$ cat src/hdl/tei_pkg.sv
// Shared types and constants of the tree ensemble inference core.
package tei_pkg;

    // Store geometry
    localparam int NODE_SLOTS   = 256;
    localparam int NODE_AW      = $clog2(NODE_SLOTS);
    localparam int NUM_TREES    = 16;
    localparam int TREE_AW      = $clog2(NUM_TREES);
    localparam int NUM_FEATURES = 64;
    localparam int FEAT_AW      = $clog2(NUM_FEATURES);
    localparam int STORE_AW     = TREE_AW + NODE_AW;
    localparam int STORE_DEPTH  = NUM_TREES * NODE_SLOTS;

    // Value and counter widths
    localparam int VAL_W    = 32;
    localparam int CNT_W    = TREE_AW + 1;
    localparam int STEP_W   = 16;
    localparam int SUM_W    = VAL_W + TREE_AW;
    localparam int DIV_CW   = $clog2(SUM_W);
    localparam int CFG_W    = 16;

    // Command queue between front and back
    localparam int CMD_DEPTH = 2;
    localparam int CMD_AW    = 1;

    // Configuration register indexes and reset values
    localparam logic CFG_TREE_COUNT = 1'b0;
    localparam logic CFG_STEP_LIMIT = 1'b1;
    localparam logic [CNT_W-1:0]  TREE_COUNT_RST = CNT_W'(1);
    localparam logic [STEP_W-1:0] STEP_LIMIT_RST = STEP_W'(1000);

    typedef enum logic [1:0] {
        OP_NODE = 2'd0,
        OP_FEAT = 2'd1,
        OP_EVAL = 2'd2,
        OP_NONE = 2'd3
    } op_t;

    typedef enum logic [2:0] {
        ST_IDLE,
        ST_NODE,
        ST_LINK,
        ST_FEAT,
        ST_DIV,
        ST_PUT
    } state_t;

    typedef struct packed {
        logic                     leaf;
        logic [NODE_AW-1:0]       greater;
        logic [NODE_AW-1:0]       less;
        logic [FEAT_AW-1:0]       feat;
        logic signed [VAL_W-1:0]  cut;
        logic signed [VAL_W-1:0]  mean;
    } node_word_t;

    typedef struct packed {
        logic                     finite;
        logic signed [VAL_W-1:0]  value;
    } feat_word_t;

    typedef struct packed {
        op_t                  op;
        logic [STORE_AW-1:0]  node_addr;
        node_word_t           node;
        logic [FEAT_AW-1:0]   feat_slot;
        feat_word_t           feat;
    } cmd_t;

endpackage

$ cat src/hdl/tei_front.sv
// Front part: accepts input words, drops unknown operations, queues commands.
module tei_front (
    input  logic          clk,
    input  logic          rst_n,
    input  logic          push,
    output logic          full,
    input  tei_pkg::cmd_t in_cmd,
    output logic          cmd_valid,
    output tei_pkg::cmd_t cmd_out,
    input  logic          cmd_take
);

    tei_pkg::cmd_t               queue_reg [tei_pkg::CMD_DEPTH];
    logic [tei_pkg::CMD_AW-1:0]  wr_ptr_reg, wr_ptr_next;
    logic [tei_pkg::CMD_AW-1:0]  rd_ptr_reg, rd_ptr_next;
    logic [tei_pkg::CMD_AW:0]    count_reg, count_next;
    logic                        enq;
    logic                        deq;

    assign full      = (count_reg == (tei_pkg::CMD_AW + 1)'(tei_pkg::CMD_DEPTH));
    assign cmd_valid = (count_reg != '0);
    assign cmd_out   = queue_reg[rd_ptr_reg];

    // Classify: only known operations enter the queue
    assign enq = push && !full && (in_cmd.op != tei_pkg::OP_NONE);
    assign deq = cmd_take && cmd_valid;

    always_comb
    begin
        wr_ptr_next = enq ? wr_ptr_reg + 1'b1 : wr_ptr_reg;
        rd_ptr_next = deq ? rd_ptr_reg + 1'b1 : rd_ptr_reg;
        count_next  = count_reg;
        if (enq && !deq)
        begin
            count_next = count_reg + 1'b1;
        end
        else if (!enq && deq)
        begin
            count_next = count_reg - 1'b1;
        end
    end

    // Advance queue pointers
    always_ff @(posedge clk or negedge rst_n)
    begin
        if (!rst_n)
        begin
            wr_ptr_reg <= '0;
            rd_ptr_reg <= '0;
            count_reg  <= '0;
        end
        else
        begin
            wr_ptr_reg <= wr_ptr_next;
            rd_ptr_reg <= rd_ptr_next;
            count_reg  <= count_next;
        end
    end

    // Hold queued words
    always_ff @(posedge clk)
    begin
        if (enq)
        begin
            queue_reg[wr_ptr_reg] <= in_cmd;
        end
    end

endmodule

$ cat config.mk
export PLATFORM = sky130hd
export DESIGN_NAME = tei_front
export DESIGN_NICKNAME = d
export VERILOG_FILES = /design/src/hdl/tei_pkg.sv /design/src/hdl/tei_front.sv
export SDC_FILE = /design/constraint.sdc
export NUM_CORES = 1
export LEC_CHECK = 0
export BUFFER_PORTS_ARGS = -buffer_cell sky130_fd_sc_hd__buf_2
export CORE_MARGIN = 4
export CORE_UTILIZATION = 55
export DETAILED_ROUTE_END_ITERATION = 6
export PLACE_DENSITY = 0.89
export SLEW_MARGIN = 10
export SYNTH_ARGS = -nofsm -noshare
export SYNTH_HDL_FRONTEND = slang
export SYNTH_SLANG_ARGS = --single-unit
export TNS_END_PERCENT = 10
$ cat constraint.sdc
create_clock -name clk -period 16.25 [get_ports clk]
set_input_delay 3.25 -clock clk [delete_from_list [all_inputs] [get_ports clk]]
set_output_delay 3.25 -clock clk [all_outputs]
set_load 0.05 [all_outputs]
# --- After elaboration in Yosys (flattened, before gate mapping) ---
# Memories as Yosys holds them, arrays and structs flattened.
# Index checks and enable logic that the tools add are counted.
op_classes:
  muxes: 4
  n_eq_ne: 2
  add_sub_neg: 4
  n_reduce_logical: 10
ops:
  columns: ["operator", "count"]
  rows:
  - ["$logic_and 1x1->1", 5]
  - ["$mux 2", 2]
  - ["$reduce_bool 2->1", 2]
  - ["$logic_not 1->1", 3]
  - ["$add 1x1->1 const B", 2]
  - ["$add 2x1->2 const B", 1]
  - ["$eq 2x2->1 const B", 1]
  - ["$mux 1", 2]
  - ["$ne 2x2->1 const B", 1]
  - ["$sub 2x1->2 const B", 1]
totals:
  out_inout_bits: 142
  reg_bits: 4
  input_bits: 144
  mem_count: 1
  ram_bits: 280
  wordCells: 24
mem_list:
  columns: ["memory", "depth", "word_bits", "rd", "rd_clocked_by_memory_dff", "wr", "line_no", "rtl"]
  rows:
  - ["queue_reg", 2, 140, 1, 0, 1, "tei_front.sv:13", "tei_pkg::cmd_t queue_reg [tei_pkg::CMD_DEPTH];"]

# --- Logic depth before layout (Yosys ltp) ---
# Gate-level depths: netlist of run 1.
logic_depth:
  depth_word: 8
  ltp_mapped: 7
  mapped_depth_nobuf: 7

# --- Worst setup path before layout of run 1 ---
# No wires, ideal clock.
synth_timing:
  path_type: "input port to flip-flop"
  startpoint: "in in_cmd[138] (netlist bit)"
  endpoint: "mem queue_reg[0][0] (netlist bit) (enable)"
  setup_slack_ps: 6330
  arrival_time_ps: 9278
  path_stages: 3
  required_ps: 15608
  path_buffers: 0
  path_cell_list: "nand2_1 nand3b_1 nor2_1"
synth_between:
  elab_chain_len: 4
synth_lines:
  columns: ["item", "line_no", "rtl"]
  rows:
  - ["from (decl)", "tei_front.sv:7", "input tei_pkg::cmd_t in_cmd,"]
  - ["$ne 2x2->1", "tei_front.sv:25", "assign enq = push && !full && (in_cmd.op != tei_pkg::OP_NONE);"]
  - ["$logic_and 1x1->1", "tei_front.sv:25", null]
  - ["$mux 1", "tei_front.sv:63", "if (enq)"]
  - ["$mux 1 (not written as such)", "tei_front.sv:65", "queue_reg[wr_ptr_reg] <= in_cmd;"]
  - ["to (decl)", "tei_front.sv:13", null]
# No other way between the ends.

==> reports/results.ini, run 1 <==
[run_status]
status = finished clean

[clocking]
post_cts_buffers = 0
clk_pin_slew_worst_paths_ns = 0.05
cts_resized = 0
hold_buffers = 0
cts_sinks = 284
clock-root-buffer = clkbuf_16
h-tree-depth = 1
cts_buffers = 29
clock_path_buffers = 3
clock_latency_ns = 0.52
cts_tree = built

[placement]
dp.cells = 991
place_congestion = 0.7838
port_buffers = 285
dp_hpwl_mm = 14.31
pre_cts_ws_ns = 10.86

[yosys]
yosysTopAreaCell = edfxtp_1
yosys.cell_count.top_type = edfxtp_1
synth_ff_type = edfxtp_1
yosys.area.top_type_share = 0.7874
syn_area_um2 = 10680
synth_enable_flop_cells = 280
synth_common_cells = 280 x edfxtp_1, 90 x mux2_4, 50 x mux2_2
synthArstFlopShare = 0.01408
ys_ff_latch = 284
yosysUniqueCellTypes = 16
syn-num-nets = 601
yosys_warnings = 0
synth.area.top_cells = edfxtp_1 79%, mux2_4 13%, mux2_2 5.3%
yosysSeqAreaShare = 0.7968
syn-mean-instance-area_um2 = 23.42
synth_cells = 456

[finish]
final_core_util = 0.6970
drive_gt1_frac = 0.6023
num-nets-final = 907
stdcell_count = 1043
largest_reg_flops = 280
areaGrowthSynthToFinish_pct = 23.32

[setup_path]
rr_worst_depth = 4
r2r-start = count_reg[1]
crit_end = cmd_out[118]
r2r_slack_ns = 13.97
worstSetupStartpointType = flop
crit_path_end_kind = output port
cp_data_required_time_ns = 13.00
arrival_ns = 2.67
path_class = flop to output port
cp_max_fo = 57
reg2reg_to = queue_reg[1][69]
crit_start = rd_ptr_reg

[grt]
grt.total_usage = 0.1813
grt_pass1_vias = 5787
grt_max_degree = 72
overflow = 0
antenna_found_initial = 1
grt_pass1_wl_mm = 30.94

[timing]
rsz0062_at_grt = false
clock_skew_ns = 0.009984
tightest_slew_ns = 1.013
setup_viol = 0
finalWorstSetupSlack_ns = 10.33
slew_violations = 0
fmax_ghz = 0.1690
fin_crit_sh = 0.3642
tns_ns = 0
min_period_ns = 5.919
maxSlewHeadroom = 0.3248
hold_violations = 0

[route]
routed_wl_mm = 20.73
wl_per_cell_um = 19.88
drtIter0Drc = 234
dr_total_vias = 5368
antenna_left = 0
firstDrtPassIters = 4
drc = 0
vias_per_cell = 5.147

[die]
num_rows = 50
io_pins = 286
die_h_um = 147.3
die_width_um = 147.3
die_area_um2 = 21710
initial_utilization = 0.5652
coreArea_um2 = 18890

[power]
vdd_drop_max_v = 0.0001540
design_power_total_mw = 2.706
p_leak_nw = 5.175
power.density_nw_per_um2 = 205.5

[hold_path]
hp-class = flop to flop

[flow_run]
cap_violations = 0

[how the worst min path moves through the flow]
stage | start | to | cells past startpoint
final | count_reg[1] | count_reg[1] | 1
after global routing | count_reg[1] | count_reg[1] | 1
after CTS | count_reg[1] | count_reg[1] | 1
after detailed placement | count_reg[1] | count_reg[1] | 1
after global placement | count_reg[1] | count_reg[1] | 1
after floorplan | count_reg[1] | count_reg[1] | 1
[worst max-delay path: stages, from the launching register on]
cell	delay [ns]
dfrtp_4	0.64
buf_4	0.81
mux2_2	0.41
buf_2	0.21
[power breakdown]
part	switching (mW)	internal, mW	total (mW)
Combinational	0.786	0.339	1.13
Sequential	0.0467	0.962	1.01
Clock	0.248	0.324	0.571
[layout by cell type, fill, tap and decap left out, drive strengths merged]
cell	count
nor2	3
nor2b	1
diode	1
xnor2	3
ha	1
inv	3
nand2	2
mux2	140
clkinv	17
edfxtp	280
dfrtp	4
nand3b	1
buf	291
or2	1
clkbuf	33
xor2	2
[layout make-up]
| cell class | count | area, um2 |
|---|---|---|
| Sequential cell | 284 | 8512 |
| Fill cell | 1176 | 5725 |
| Multi-Input combinational cell | 154 | 2024 |
| Timing Repair Buffer | 291 | 1471 |
| Clock buffer | 33 | 740.7 |
| Tap cell | 260 | 325.3 |
| Clock inverter | 18 | 83.83 |
| Inverter | 2 | 7.507 |
| Antenna cell | 1 | 2.502 |
[per-layer routing]
metal / GRT usage / part of all wire / up-vias
li1: - / - / 2422
met1: 0.2211 / 0.38 / 2643
met2: 0.3212 / 0.51 / 264
met3: 0.04658 / 0.084 / 39
met4: 0.05219 / 0.022 / 0
met5: 0 / 0 / -
[stage by stage]
stage,cell area (um2),hold slack [ns]
floorplan,10680,0.4474
global placement,12340,0.4646
detailed placement,12340,0.5186
CTS,13170,0.5350
global route,13170,0.5754
finish,13170,0.5508
[logic make-up (layout without fill, tap and decap cells)]
family / after synthesis / after routing / synth area share
adder cells (fa/ha/maj): 1 / 1 / 0.001172
other: 0 / 1 / 0
buffers and inverters: 18 / 344 / 0.01500
XOR/XNOR: 5 / 5 / 0.004102
AND/OR/NAND/NOR: 8 / 8 / 0.003634
flip-flops: 284 / 284 / 0.7968
multiplexers: 140 / 140 / 0.1793
No activity file was read; power rests on OpenSTA's default activity.
==> inputs of run 2 (changes only) <==
--- a/config.mk
+++ b/config.mk
@@ -7,9 +7,9 @@
 export LEC_CHECK = 0
 export BUFFER_PORTS_ARGS = -buffer_cell sky130_fd_sc_hd__buf_2
 export CORE_MARGIN = 4
-export CORE_UTILIZATION = 55
+export CORE_UTILIZATION = 52
 export DETAILED_ROUTE_END_ITERATION = 6
-export PLACE_DENSITY = 0.89
+export PLACE_DENSITY = 0.85
 export SLEW_MARGIN = 10
 export SYNTH_ARGS = -nofsm -noshare
 export SYNTH_HDL_FRONTEND = slang
==> constraint.sdc (replaced) <==
create_clock -name clk -period 5.95 [get_ports clk]
set_input_delay 1.19 -clock clk [delete_from_list [all_inputs] [get_ports clk]]
set_output_delay 1.19 -clock clk [all_outputs]
set_load 0.05 [all_outputs]
==> run 2 against run 1 <==
Compared with the run above: global-route usage down 1.3 points; flip-flop and latch count stayed put; final area up 1.2%; sequential share of layout area fell by 0.78 points; clock skew barely moved; sequential power increased to 2.7 times the previous value; via count down 1.2%; register-to-register slack worse by 10 ns; first-iteration DRC count rose by 3.4%; clock power grew to 3.1 times the previous value; critical endpoint is now cmd_out[15]; largest cell class unchanged; largest power group unchanged.
==> reports/results.ini, run 2 (synthesis gave the netlist of run 1 again) <==
[run_status]
status = finished clean  ; unchanged

[power]
design_power_total_mw = 7.572  ; was 2.706 mW
switchingPower_mw = 2.951  ; was 1.081 mW
p_leak_nw = 5.238  ; was 5.175 nW
power.density_nw_per_um2 = 568.1  ; was 205.5 nW/um2
sw_frac_of_total = 0.3898  ; was 0.3994
p_int_mw = 4.621  ; was 1.625 mW
p_clk_frac = 0.231  ; was 0.211
seqPwrFrac = 0.359  ; was 0.373
combinationalPowerShare = 0.410  ; was 0.416
vdd_drop_max_v = 0.0003979  ; was 0.0001540 V

[placement]
dp_hpwl_mm = 13.84  ; was 14.31 mm
port_buffers = 285  ; unchanged
pre_cts_ws_ns = 2.801  ; was 10.86 ns
dp.cells = 1003  ; was 991
place_congestion = 0.7545  ; was 0.7838
post_dp_cell_area_um2 = 12380  ; was 12340 um2

[grt]
antenna_found_initial = 4  ; was 1
grt.total_usage = 0.1684  ; was 0.1813
grt_pass1_wl_mm = 29.46  ; was 30.94 mm
overflow = 0  ; unchanged
grt_max_degree = 82  ; was 72
grt_pass1_vias = 5611  ; was 5787

[route]
vias_per_cell = 5.007  ; was 5.147
antenna_left = 0  ; unchanged
drtIter0Drc = 242  ; was 234
top_layer_used = met5  ; was met4
drt-met1-wl_mm = 7.748  ; was 7.931 mm
routed_wl_mm = 20.28  ; was 20.73 mm
wl_per_cell_um = 19.15  ; was 19.88 um
dr_wl_met3_mm = 1.582  ; was 1.736 mm
firstDrtPassIters = 4  ; unchanged
dr_total_vias = 5302  ; was 5368
wl_met2_mm = 10.19  ; was 10.60 mm
drc = 0  ; unchanged

[die]
coreArea_um2 = 20230  ; was 18890 um2
io_pins = 286  ; unchanged
die_area_um2 = 22890  ; was 21710 um2
die_h_um = 151.3  ; was 147.3 um
num_rows = 52  ; was 50
die_width_um = 151.3  ; was 147.3 um
initial_utilization = 0.5277  ; was 0.5652

[clocking]
h-tree-depth = 1  ; unchanged
hold_buffers = 0  ; unchanged
clk_pin_slew_worst_paths_ns = 0.06  ; was 0.05 ns
cts_sinks = 284  ; unchanged
clock_latency_ns = 0.52  ; about the same
clock_path_buffers = 3  ; unchanged
post_cts_buffers = 0  ; unchanged
cts_tree = built  ; unchanged
cts_buffers = 29  ; unchanged
clock-root-buffer = clkbuf_16  ; unchanged
cts_resized = 0  ; unchanged

[timing]
fin_hold_ws_ns = 0.4632  ; was 0.5508 ns
tightest_slew_ns = 1.065  ; was 1.013 ns
fin_crit_sh = 0.6038
setup_viol = 0  ; unchanged
tns_ns = 0  ; unchanged
slew_violations = 0  ; unchanged
fmax_ghz = 0.2784
rsz0062_at_grt = false  ; unchanged
hold_violations = 0  ; unchanged
min_period_ns = 3.592
maxSlewHeadroom = 0.2902  ; was 0.3248
finalWorstSetupSlack_ns = 2.358  ; was 10.33 ns
clock_skew_ns = 0.009630  ; was 0.009984 ns

[finish]
largest_reg_flops = 280  ; unchanged
final_core_util = 0.6587  ; was 0.6970
stdcell_count = 1059  ; was 1043
areaGrowthSynthToFinish_pct = 24.83  ; was 23.32%
final_cell_mix = 285 x buf_2, 280 x edfxtp_1, 90 x mux2_4  ; unchanged
drive_gt1_frac = 0.6107  ; was 0.6023
n_fill_cell = 1347  ; was 1176
final_common_cell = buf_2  ; unchanged
design_area_um2 = 13330  ; was 13170 um2
num-nets-final = 909  ; was 907

[setup_path]
worstSetupStartpointType = flop  ; unchanged
crit_path_end_kind = output port  ; unchanged
slowest_delay_ns = 0.76  ; was 0.81 ns
cp_max_fo = 60  ; was 57
crit_slowest_cell = buf_4  ; unchanged
crit_chain = buf_4, mux2_2, buf_2  ; unchanged
arrival_ns = 2.40  ; was 2.67 ns
cp_data_required_time_ns = 4.76  ; was 13.00 ns
path_class = flop to output port  ; unchanged

[hold_path]
hp-class = input pin to async pin  ; was flop to flop

[flow_run]
cap_violations = 0  ; unchanged

==> run 2: changes by cell type in the layout (fill, tap and decap cells not counted), moves of 2 or more <==
cell	delta
clkinv_2	+2
clkinv_1	-6
diode_2	+2
bufinv_16	+4
clkinvlp_4	+3
==> run 2: final timing paths <==
path,from,endpoint,slack (ns),cells after the start
max,rd_ptr_reg,cmd_out[15],2.36,3
min,rst_n,wr_ptr_reg,0.46,1
max reg2reg,count_reg[1],queue_reg[1][74],3.52,4
min reg2reg,count_reg[1],count_reg[1],0.50,1
max in group asynchronous,rst_n,rd_ptr_reg,5.35,1
min in group clk,count_reg[1],count_reg[1],0.50,1
==> run 2: cell type report <==
cell class	count	area [um2]	area share
antenna	3	7.507	0.0005632
clock buffer	34	744.5	0.05585
clock inverter	19	196.4	0.01474
inverter	2	7.507	0.0005632
multi-input combinational	154	2024	0.1519
sequential	284	8512	0.6386
tap	270	337.8	0.02535
timing repair buffer	293	1499	0.1125
==> run 2: power by group through the flow <==
stage          combinational (mW)  clock [mW]  sequential (mW)
2_1_floorplan                2.58           0             2.81
3_3_place_gp                 3.11           0             2.73
3_5_place_dp                 3.13           0             2.76
4_1_cts                      3.14        1.80             2.72
5_1_grt                      3.24        1.89             2.74
6_report                     3.11        1.75             2.72
==> run 2: critical path, delay by kind of cell (launching register included) <==
| family | cells | cell delay [ns] |
|---|---|---|
| flip-flops | 1 | 0.42 |
| multiplexers | 1 | 0.42 |
| buffers and inverters | 2 | 0.97 |
==> run 2: per-layer routing <==
layer,track usage,up-vias
li1,-,2435
met1,0.2073,2577
met2,0.2896,235
met3,0.04099,51
met4,0.06256,4
met5,0,-
